===== src/rtl/pcapdf_pkg.sv =====
// ----------------------------------------------------------------------------
// pcapdf_pkg
// Types, constants and helpers for the capture-file stream deframer.
// ----------------------------------------------------------------------------
package pcapdf_pkg;

    localparam int GLOBAL_HDR_LEN = 24;
    localparam int RECORD_HDR_LEN = 16;
    localparam int POS_W          = $clog2(GLOBAL_HDR_LEN);
    localparam int TDATA_W        = 240;
    localparam int TUSER_W        = 3;

    localparam logic [7:0] MAGIC_D4 = 8'hd4;
    localparam logic [7:0] MAGIC_C3 = 8'hc3;
    localparam logic [7:0] MAGIC_B2 = 8'hb2;
    localparam logic [7:0] MAGIC_A1 = 8'ha1;
    localparam logic [7:0] MAGIC_4D = 8'h4d;
    localparam logic [7:0] MAGIC_3C = 8'h3c;

    // format bits
    localparam logic [1:0] FMT_LE_US = 2'd0;
    localparam logic [1:0] FMT_BE_US = 2'd1;
    localparam logic [1:0] FMT_LE_NS = 2'd2;
    localparam logic [1:0] FMT_BE_NS = 2'd3;

    typedef enum logic [1:0] {
        PH_FILE_HDR = 2'd0,
        PH_REC_HDR  = 2'd1,
        PH_PAYLOAD  = 2'd2,
        PH_SKIP     = 2'd3
    } phase_t;

    typedef enum logic [2:0] {
        K_FILE_HDR  = 3'd0,
        K_REC_HDR   = 3'd1,
        K_PAYLOAD   = 3'd2,
        K_BAD_MAGIC = 3'd3,
        K_TRUNC     = 3'd4
    } kind_t;

    typedef struct packed {
        kind_t       kind;
        logic [1:0]  format;
        logic [15:0] ver_major;
        logic [15:0] ver_minor;
        logic [31:0] snap_length;
        logic [31:0] link_type;
        logic [31:0] seconds;
        logic [31:0] subseconds;
        logic [31:0] captured_length;
        logic [31:0] original_length;
        logic [7:0]  payload_byte;
        logic        end_of_record;
    } result_t;

    function automatic logic [15:0] get16(input logic [7:0] b0, input logic [7:0] b1,
                                          input logic big);
        return big ? {b0, b1} : {b1, b0};
    endfunction

    function automatic logic [31:0] get32(input logic [7:0] b0, input logic [7:0] b1,
                                          input logic [7:0] b2, input logic [7:0] b3,
                                          input logic big);
        return big ? {b0, b1, b2, b3} : {b3, b2, b1, b0};
    endfunction

    function automatic result_t blank_result(input kind_t k, input logic [1:0] fmt);
        result_t r;
        r        = '0;
        r.kind   = k;
        r.format = fmt;
        return r;
    endfunction

endpackage


===== src/rtl/pcap_stream_deframer_core.sv =====
// ----------------------------------------------------------------------------
// pcap_stream_deframer_core
// Capture-file deframer: file header, record headers and payload bytes.
// ----------------------------------------------------------------------------
// Usage:
//   s_* : one file byte per item in s_tdata[7:0], s_tlast on the file's last byte.
//   m_* : one result per item; m_tuser = kind, m_tlast = end of record,
//         m_tdata = decoded header words or the payload byte.
//   A byte gives zero, one or two results (a header or payload result, then
//   possibly a truncated report). The magic picks byte order and resolution;
//   a bad magic is reported once and later bytes are dropped until s_tlast.
// The first result of a byte is registered and appears in the cycle after acceptance.
// Throughput: one byte per cycle while each byte gives at most one result and
//   m_tready is high; a byte giving two results holds the input until the first
//   is taken and the second is being taken. The two-entry queue at m_* sets the rate.
// Reset: back to expecting a file header, result queue empty.
// Stall: when m_tready is low s_tready drops while any result is queued; nothing is
//   lost and no byte is taken until the queue has room for two results.
// ----------------------------------------------------------------------------
module pcap_stream_deframer_core (
    input  logic                          clk,
    input  logic                          rst_n,
    input  logic                          s_tvalid,
    output logic                          s_tready,
    input  logic [7:0]                    s_tdata,   // file_byte
    input  logic                          s_tlast,   // end_of_file
    output logic                          m_tvalid,
    input  logic                          m_tready,
    // format, ver_major, ver_minor, snap_length, link_type, seconds,
    // subseconds, captured_length, original_length, payload_byte, zero pad
    output logic [pcapdf_pkg::TDATA_W-1:0] m_tdata,
    output logic [pcapdf_pkg::TUSER_W-1:0] m_tuser,  // kind
    output logic                          m_tlast    // end_of_record
);

    localparam int POS_W = pcapdf_pkg::POS_W;

    pcapdf_pkg::phase_t phase_reg, phase_next;
    logic [POS_W-1:0]   pos_reg, pos_next;
    logic [1:0]         fmt_reg, fmt_next;
    logic [31:0]        rem_reg, rem_next;
    logic [7:0]         header_bytes_reg [pcapdf_pkg::GLOBAL_HDR_LEN];
    logic [7:0]         hv [pcapdf_pkg::GLOBAL_HDR_LEN];

    pcapdf_pkg::result_t q_reg [2];
    logic [1:0]          cnt_reg, cnt_next;

    pcapdf_pkg::result_t r0, r1;
    logic [1:0]          n_res;
    logic                bad_magic;
    logic                big;
    logic [31:0]         cap_len;
    logic                pay_last;
    logic                accept, pop;
    logic [7:0]          b;
    logic                eof;

    assign b      = s_tdata;
    assign eof    = s_tlast;
    assign pop    = m_tvalid && m_tready;
    assign s_tready = (cnt_reg == 2'd0) || ((cnt_reg == 2'd1) && m_tready);
    assign accept = s_tvalid && s_tready;

    // stored header bytes with the current byte laid over its slot
    always_comb
    begin
        hv = header_bytes_reg;
        if (phase_reg == pcapdf_pkg::PH_FILE_HDR || phase_reg == pcapdf_pkg::PH_REC_HDR)
        begin
            hv[pos_reg] = b;
        end
    end

    assign big      = fmt_next[0];
    assign cap_len  = pcapdf_pkg::get32(hv[8], hv[9], hv[10], hv[11], big);
    assign pay_last = (rem_reg[31:1] == 31'd0);

    // next state
    always_comb
    begin
        phase_next = phase_reg;
        pos_next   = pos_reg;
        fmt_next   = fmt_reg;
        rem_next   = rem_reg;
        n_res      = 2'd0;
        bad_magic  = 1'b0;
        case (phase_reg)
            pcapdf_pkg::PH_FILE_HDR:
            begin
                if (pos_reg == POS_W'(3))
                begin
                    if (hv[0] == pcapdf_pkg::MAGIC_D4 && hv[1] == pcapdf_pkg::MAGIC_C3 &&
                        hv[2] == pcapdf_pkg::MAGIC_B2 && hv[3] == pcapdf_pkg::MAGIC_A1)
                        fmt_next = pcapdf_pkg::FMT_LE_US;
                    else if (hv[0] == pcapdf_pkg::MAGIC_A1 && hv[1] == pcapdf_pkg::MAGIC_B2 &&
                             hv[2] == pcapdf_pkg::MAGIC_C3 && hv[3] == pcapdf_pkg::MAGIC_D4)
                        fmt_next = pcapdf_pkg::FMT_BE_US;
                    else if (hv[0] == pcapdf_pkg::MAGIC_4D && hv[1] == pcapdf_pkg::MAGIC_3C &&
                             hv[2] == pcapdf_pkg::MAGIC_B2 && hv[3] == pcapdf_pkg::MAGIC_A1)
                        fmt_next = pcapdf_pkg::FMT_LE_NS;
                    else if (hv[0] == pcapdf_pkg::MAGIC_A1 && hv[1] == pcapdf_pkg::MAGIC_B2 &&
                             hv[2] == pcapdf_pkg::MAGIC_3C && hv[3] == pcapdf_pkg::MAGIC_4D)
                        fmt_next = pcapdf_pkg::FMT_BE_NS;
                    else
                    begin
                        fmt_next  = pcapdf_pkg::FMT_LE_US;
                        bad_magic = 1'b1;
                    end
                end
                if (bad_magic)
                begin
                    n_res      = 2'd1;
                    phase_next = pcapdf_pkg::PH_SKIP;
                end
                else if (pos_reg == POS_W'(pcapdf_pkg::GLOBAL_HDR_LEN - 1))
                begin
                    n_res      = 2'd1;
                    phase_next = pcapdf_pkg::PH_REC_HDR;
                    pos_next   = '0;
                end
                else
                begin
                    pos_next = pos_reg + POS_W'(1);
                    n_res    = eof ? 2'd1 : 2'd0;
                end
            end
            pcapdf_pkg::PH_REC_HDR:
            begin
                if (pos_reg == POS_W'(pcapdf_pkg::RECORD_HDR_LEN - 1))
                begin
                    pos_next = '0;
                    rem_next = cap_len;
                    n_res    = 2'd1;
                    if (cap_len != 32'd0)
                    begin
                        phase_next = pcapdf_pkg::PH_PAYLOAD;
                        n_res      = eof ? 2'd2 : 2'd1;
                    end
                end
                else
                begin
                    pos_next = pos_reg + POS_W'(1);
                    n_res    = eof ? 2'd1 : 2'd0;
                end
            end
            pcapdf_pkg::PH_PAYLOAD:
            begin
                rem_next = (rem_reg == 32'd0) ? 32'd0 : rem_reg - 32'd1;
                if (pay_last)
                begin
                    phase_next = pcapdf_pkg::PH_REC_HDR;
                    pos_next   = '0;
                    n_res      = 2'd1;
                end
                else
                begin
                    n_res = eof ? 2'd2 : 2'd1;
                end
            end
            default:
            begin
                n_res = 2'd0;
            end
        endcase
        if (eof)
        begin
            phase_next = pcapdf_pkg::PH_FILE_HDR;
            pos_next   = '0;
            rem_next   = '0;
        end
    end

    // results of the current byte; a second result is always a truncated report
    always_comb
    begin
        r0 = pcapdf_pkg::blank_result(pcapdf_pkg::K_TRUNC, fmt_next);
        r1 = pcapdf_pkg::blank_result(pcapdf_pkg::K_TRUNC, fmt_next);
        case (phase_reg)
            pcapdf_pkg::PH_FILE_HDR:
            begin
                if (bad_magic)
                begin
                    r0 = pcapdf_pkg::blank_result(pcapdf_pkg::K_BAD_MAGIC, 2'd0);
                end
                else if (pos_reg == POS_W'(pcapdf_pkg::GLOBAL_HDR_LEN - 1))
                begin
                    r0 = pcapdf_pkg::blank_result(pcapdf_pkg::K_FILE_HDR, fmt_next);
                    r0.ver_major   = pcapdf_pkg::get16(hv[4], hv[5], big);
                    r0.ver_minor   = pcapdf_pkg::get16(hv[6], hv[7], big);
                    r0.snap_length = pcapdf_pkg::get32(hv[16], hv[17], hv[18], hv[19], big);
                    r0.link_type   = pcapdf_pkg::get32(hv[20], hv[21], hv[22], hv[23], big);
                end
            end
            pcapdf_pkg::PH_REC_HDR:
            begin
                if (pos_reg == POS_W'(pcapdf_pkg::RECORD_HDR_LEN - 1))
                begin
                    r0 = pcapdf_pkg::blank_result(pcapdf_pkg::K_REC_HDR, fmt_next);
                    r0.seconds         = pcapdf_pkg::get32(hv[0], hv[1], hv[2], hv[3], big);
                    r0.subseconds      = pcapdf_pkg::get32(hv[4], hv[5], hv[6], hv[7], big);
                    r0.captured_length = cap_len;
                    r0.original_length = pcapdf_pkg::get32(hv[12], hv[13], hv[14], hv[15],
                                                           big);
                    r0.end_of_record   = (cap_len == 32'd0);
                end
            end
            pcapdf_pkg::PH_PAYLOAD:
            begin
                r0 = pcapdf_pkg::blank_result(pcapdf_pkg::K_PAYLOAD, fmt_next);
                r0.payload_byte  = b;
                r0.end_of_record = pay_last;
            end
            default:
            begin
                r0 = pcapdf_pkg::blank_result(pcapdf_pkg::K_TRUNC, fmt_next);
            end
        endcase
    end

    // queue count: on accept the queue is empty after this cycle's pop
    always_comb
    begin
        cnt_next = cnt_reg - {1'b0, pop};
        if (accept)
        begin
            cnt_next = n_res;
        end
    end

    always_ff @(posedge clk or negedge rst_n)
    begin
        if (!rst_n)
        begin
            phase_reg <= pcapdf_pkg::PH_FILE_HDR;
            pos_reg   <= '0;
            fmt_reg   <= '0;
            rem_reg   <= '0;
            cnt_reg   <= '0;
        end
        else
        begin
            cnt_reg <= cnt_next;
            if (accept)
            begin
                phase_reg <= phase_next;
                pos_reg   <= pos_next;
                fmt_reg   <= fmt_next;
                rem_reg   <= rem_next;
            end
        end
    end

    always_ff @(posedge clk)
    begin
        if (accept && (phase_reg == pcapdf_pkg::PH_FILE_HDR ||
                       phase_reg == pcapdf_pkg::PH_REC_HDR))
        begin
            header_bytes_reg[pos_reg] <= b;
        end
    end

    always_ff @(posedge clk)
    begin
        if (accept)
        begin
            q_reg[0] <= r0;
            q_reg[1] <= r1;
        end
        else if (pop)
        begin
            q_reg[0] <= q_reg[1];
        end
    end

    assign m_tvalid = (cnt_reg != 2'd0);
    assign m_tuser  = q_reg[0].kind;
    assign m_tlast  = q_reg[0].end_of_record;
    assign m_tdata  = {6'd0,
                       q_reg[0].payload_byte,
                       q_reg[0].original_length,
                       q_reg[0].captured_length,
                       q_reg[0].subseconds,
                       q_reg[0].seconds,
                       q_reg[0].link_type,
                       q_reg[0].snap_length,
                       q_reg[0].ver_minor,
                       q_reg[0].ver_major,
                       q_reg[0].format};

endmodule


===== config.mk =====
export PLATFORM = sky130hd
export DESIGN_NAME = pcap_stream_deframer_core
export DESIGN_NICKNAME = d
export VERILOG_FILES = /design/src/rtl/pcapdf_pkg.sv /design/src/rtl/pcap_stream_deframer_core.sv
export SDC_FILE = /design/constraint.sdc
export NUM_CORES = 1
export LEC_CHECK = 0
export BUFFER_PORTS_ARGS = -buffer_cell sky130_fd_sc_hd__buf_2
export CAP_MARGIN = 10
export CORE_ASPECT_RATIO = 0.9
export CORE_MARGIN = 2
export CORE_UTILIZATION = 61
export CTS_BUF_LIST = sky130_fd_sc_hd__clkbuf_8
export DETAILED_ROUTE_END_ITERATION = 8
export PLACE_DENSITY = 0.85
export SYNTH_ARGS = -nofsm -noshare
export SYNTH_HDL_FRONTEND = slang
export SYNTH_SLANG_ARGS = --single-unit

===== constraint.sdc =====
create_clock -name clk -period 30.3 [get_ports clk]
set_input_delay 6.06 -clock clk [delete_from_list [all_inputs] [get_ports clk]]
set_output_delay 6.06 -clock clk [all_outputs]
set_load 0.05 [all_outputs]

==> results of run 1 <==
==> power groups by stage <==
stage	clock network [uW]	logic (uW)	registers, uW
after floorplan	0	683	1470
after global placement	0	1270	1100
after detailed placement	0	1310	1110
after CTS	551	1310	1100
after global routing	575	1420	1120
final	543	1330	1100
==> through the flow <==
stage	power (uW)	hold WS, ns	cells	util, %	setup slack [ns]
2_1_floorplan	2160	0.450	2381	-	14.28
3_3_place_gp	2370	0.463	3013	65.0	17.59
3_5_place_dp	2410	0.476	3013	65.0	17.60
4_1_cts	2960	0.490	3149	68.7	17.60
5_1_grt	3110	0.521	3149	68.7	17.57
6_report	2970	0.491	3149	68.7	17.61
==> cell usage after synthesis (all sizes together) (14+ instances only) <==
master	number
a21oi	201
nor3	33
nand2	551
nor2	208
and3	18
nor4	17
inv	20
mux2	220
clkbuf	130
dfrtp	43
buf	59
ha	14
edfxtp	432
a211oi	40
and2	26
o21ai	106
nand3	36
mux2i	42
==> worst paths after layout <==
kind | depth (start not counted) | to | slack, ns | from
worst max-delay path | 4 | s_tready | 17.61 | m_tready
worst min-delay path | 2 | rem_reg[9]$_DFFE_PN0P_ | 0.49 | rem_reg[9]$_DFFE_PN0P_
worst max register to register | 13 | q_reg[0][134]$_SDFFCE_PP0P_ | 23.87 | phase_reg[1]$_DFFE_PN0P_
worst min register to register | 2 | rem_reg[9]$_DFFE_PN0P_ | 0.49 | rem_reg[9]$_DFFE_PN0P_
max in group asynchronous | 1 | rem_reg[3]$_DFFE_PN0P_ | 24.01 | rst_n
min in group asynchronous | 1 | phase_reg[1]$_DFFE_PN0P_ | 5.61 | rst_n
==> cells by family (layout without fill, tap and decap cells) <==
family,count (synthesis),in the layout
adder cells (fa/ha/maj),14,14
buffers and inverters,212,440
AO/OA/AOI/OAI,440,440
AND/OR/NAND/NOR,971,971
other,1,6
flip-flops,475,475
multiplexers,262,262
XOR/XNOR,1,1
==> worst max-delay path: stages <==
cell and delay, ns:
buf_2 0.09, inv_1 0.04, a21oi_1 0.16, buf_2 0.29
==> layer usage <==
metal / track usage [%] / share of wire (%)
met1: 43.1 / 42
met2: 45.3 / 46
met3: 5.97 / 9.8
met4: 10.7 / 2.9
met5: 0 / 0
==> area by class of cell <==
type / count / area, um2 / area share, %
sequential: 475 / 14000 / 50.4
clock buffer: 85 / 1170 / 4.20
clock inverter: 51 / 299 / 1.07
multi-input combinational: 1694 / 10100 / 36.2
timing repair buffer: 281 / 1480 / 5.31
tap: 540 / 676 / 2.43
inverter: 23 / 91.3 / 0.328
==> results.toml, run 1 <==
[run_status]
status = "completed"

[power_and_ir_drop]
power_density_nw_per_um2 = 107
p_int_uw = 1630
p_clk_share_pct = 18.3
combPwrFrac_pct = 44.7
p_leak_uw = 0.0111
power_switching_uw = 1340
seqPwrFrac_pct = 37.0
vdd_ir_drop_max_mv = 0.0798
p_sw_share_pct = 45.0

[logic_synthesis]
syn-cell-area_um2 = 25000
yosys_warnings = 0
synth_mux_area_share_pct = 11.6
synth_top_family_by_area = "simple AND/OR/NAND/NOR gates"
synth_flop_cell = "edfxtp_1"
synthAdderAreaFrac_pct = 0.700
synth-xor-area-share_pct = 0.0350
netlist_instances = 2376
synth_cell_types = 79
synth_compound_area_share_pct = 10.6
async_flop_share_pct = 9.05
yosys.area.top_type = "edfxtp_1"
ys_seq_area_share_pct = 56.1
synthSimpleGateAreaFrac_pct = 17.0
synth-seq-cells = 475
synth-edff-count = 432
avgSynthCellArea_um2 = 10.5
synth_area_leaders = "edfxtp_1 52%, mux2_2 9.9%, nand2_1 8.3%"
synth_top_area_share_pct = 51.8

[global_routing]
grt_pass1_wl_um = 101000
grt_max_degree = 109
antenna_found_initial = 0
grt_pass1_vias = 18600
grt.overflow.total = 0
grt_util_all_layers_pct = 29.9

[clock_tree]
numCtsBuffers = 78
cts_sinks = 475
cts_resized = 0
cts_setup_buffers = 0
clkLatencyLatePin_ns = 0.64
clk_path_buf_depth = 3
cts_max_level = 3
cts_hold_buf = 0
clk_pin_slew_ns = 0.06
clockRootBuffer = "clkbuf_8"
cts_tree = "done"

[floorplanning]
die_y_um = 196
start_util_pct = 61.7
die-area_um2 = 42700
std_cell_rows = 70
fp.coreArea_um2 = 40600
die_width_um = 217
ios = 259

[sta]
timing.fmax_ghz = 0.0788
clock_skew_ns = 0.0259
min_period_ns = 12.69
tns_ns = 0
drv_slew = 0
post-route-period-util_pct = 41.9
finalSetupViolCount = 0
slew_headroom_pct = 15.2
rsz0062_at_grt = "no"
worst_pin_slew_ns = 1.27
hold_violations = 0

[place]
dpl_cell_area_um2 = 26400
dp_hpwl_um = 40800
port_buffers = 252
place.gp.congestion = 0.912

[layout]
nets = 2580
largest_reg_flops = 240
final_common_cell = "nand2_1"
stdcell_area_um2 = 27800
most-common-layout-cells = "549 x nand2_1, 432 x edfxtp_1, 252 x buf_2"
diodes = 0
drive_gt1_share_pct = 24.5
area_growth_pct = 11.3
fillCellCount = 2984

[drt]
wl_per_cell_um = 20.5
routed_wl_um = 64600
vias_per_cell = 6.24
ant_nets = 0
drtIter0Drc = 2178
vias = 19600
drt-pass1-iter-count = 6
post-route-drc-count = 0

[worst_setup_path]
end_kind = "output port"
required_ns = 24.24
cp-start-kind = "primary input"
worstPathMaxFanout = 2
critPathKind = "in2out"
cp.arrival_ns = 6.63

[min_path]
hp-class = "reg2reg"

[job]
maxCapViolCount = 0
Note: power is estimated with default switching activity, not from simulation.
==> run 2: changes to the inputs <==
==> constraint.sdc (replaced) <==
create_clock -name clk -period 11.8 [get_ports clk]
set_input_delay 2.36 -clock clk [delete_from_list [all_inputs] [get_ports clk]]
set_output_delay 2.36 -clock clk [all_outputs]
set_load 0.05 [all_outputs]
==> run 2 against run 1 <==
Compared with the run above:
- utilization hardly changed
- clock-buffer cell count rose by 5
- final area hardly changed
- first-iteration DRC count up 23%
- combinational power increased to 2.6 times the previous value
- sequential cell count is the same
- sequential share of layout area barely moved
- die area unchanged
- non-clock buffer count is 2 lower
- critical endpoint is now q_reg[0][217]$_SDFFCE_PP0P_
- largest power group unchanged
==> results.toml, run 2 (same netlist as run 1, synthesis figures left out) <==
[power_and_ir_drop]
p_int_uw = 4190
seqPwrFrac_pct = 37.0
power_density_nw_per_um2 = 276
vdd_ir_drop_max_mv = 0.154
p_sw_share_pct = 45.6
p_leak_uw = 0.0111
power_uw = 7690
p_clk_share_pct = 18.2
combPwrFrac_pct = 44.8
power_switching_uw = 3500

[layout]
nets = 2578
drive_gt1_share_pct = 24.5
area_growth_pct = 11.3
most-common-layout-cells = "549 x nand2_1, 432 x edfxtp_1, 252 x buf_2"
largest_reg_flops = 240
final_common_cell = "nand2_1"
diodes = 0
post-route-util_pct = 68.7

[sta]
slew_headroom_pct = 15.6
timing.fmax_ghz = 0.153
post-route-period-util_pct = 55.4
rsz0062_at_grt = "no"
drv_slew = 0
timing.hold.ws_ns = 0.496
finalSetupViolCount = 0
worst_slack_ns = 5.27
clock_skew_ns = 0.0263
tns_ns = 0
hold_violations = 0
worst_pin_slew_ns = 1.26
min_period_ns = 6.53

[drt]
vias_per_cell = 6.31
drt-pass1-iter-count = 6
wl_per_cell_um = 21.3
drtIter0Drc = 2675
ant_nets = 0
routed_wl_um = 67100
vias = 19900
post-route-drc-count = 0

[place]
place.gp.congestion = 0.976
dp_hpwl_um = 41900
dpl_worst_slack_ns = 4.71
port_buffers = 252

[global_routing]
antenna_found_initial = 0
grt_max_degree = 173
grt_util_all_layers_pct = 31.2
grt.overflow.total = 0
grt_pass1_wl_um = 105000
grt_pass1_vias = 19000

[clock_tree]
cts_setup_buffers = 0
numCtsBuffers = 78
clockRootBuffer = "clkbuf_8"
clkLatencyLatePin_ns = 0.65
cts_resized = 0
cts_hold_buf = 0
cts_max_level = 3
clk_pin_slew_ns = 0.06
cts_tree = "done"
cts_sinks = 475
clk_path_buf_depth = 3

[run_status]
status = "completed"

[floorplanning]
die-area_um2 = 42700
ios = 259
die_width_um = 217
start_util_pct = 61.7
std_cell_rows = 70
fp.coreArea_um2 = 40600
die_y_um = 196

[min_path]
hold_start = "rem_reg[9]$_DFFE_PN0P_"
hp-class = "reg2reg"

[worst_setup_path]
end_kind = "register"
worstPathMaxFanout = 104
timing.rr.start = "phase_reg[1]$_DFFE_PN0P_"
required_ns = 12.26
cp-start-kind = "primary input"
critPathLaunch = "s_tdata[0]"
cp.arrival_ns = 6.99
critPathKind = "in2reg"

[job]
maxCapViolCount = 0
run 2: power groups by stage:
stage | registers [uW] | logic (uW) | clock network, uW
CTS | 2830 | 3410 | 1410
global route | 2890 | 3670 | 1470
floorplan | 3760 | 1760 | 0
finish | 2840 | 3450 | 1400
global placement | 2830 | 3300 | 0
detailed placement | 2850 | 3390 | 0
run 2: final cells by class:
class	count	area, um2
flip-flops and latches	475	14000
fillers	2904	12700
multi-input cells	1694	10100
repair buffers	279	1480
clock buffers	90	1240
well taps	540	676
clock inverters	52	251
inverters	23	91.3
run 2: worst max-delay path, stage by stage:
cell      delay [ns]
buf_2           0.44
inv_1           0.54
nor4_2          0.36
o211ai_1        0.17
nor4_1          0.52
a32oi_1         0.20
o21a_4          0.37
inv_6           0.51
buf_4           0.91
nand2_1         0.25
a21oi_1         0.24
run 2: path summary, 6_finish.rpt:
path	endpoint	slack, ns	depth (start not counted)
worst max-delay path	q_reg[0][217]$_SDFFCE_PP0P_	5.27	11
worst min-delay path	rem_reg[9]$_DFFE_PN0P_	0.50	2
worst max register to register	q_reg[0][217]$_SDFFCE_PP0P_	5.46	13
worst min register to register	rem_reg[9]$_DFFE_PN0P_	0.50	2
max in group asynchronous	rem_reg[14]$_DFFE_PN0P_	9.18	1
min in group asynchronous	phase_reg[1]$_DFFE_PN0P_	1.91	1
run 2: stage by stage:
stage               std cells  cell area (um2)
floorplan                2381            25000
global placement         3011            26400
detailed placement       3011            26400
CTS                      3153            27900
global route             3153            27900
finish                   3153            27900
run 2: routing by layer:
metal	wire (um)	global-route usage, %	vias up
met5	0	0	-
met1	27000	44.9	9548
li1	-	-	8934
met4	2230	12.0	0
met2	30700	47.2	1249
met3	7210	5.95	169
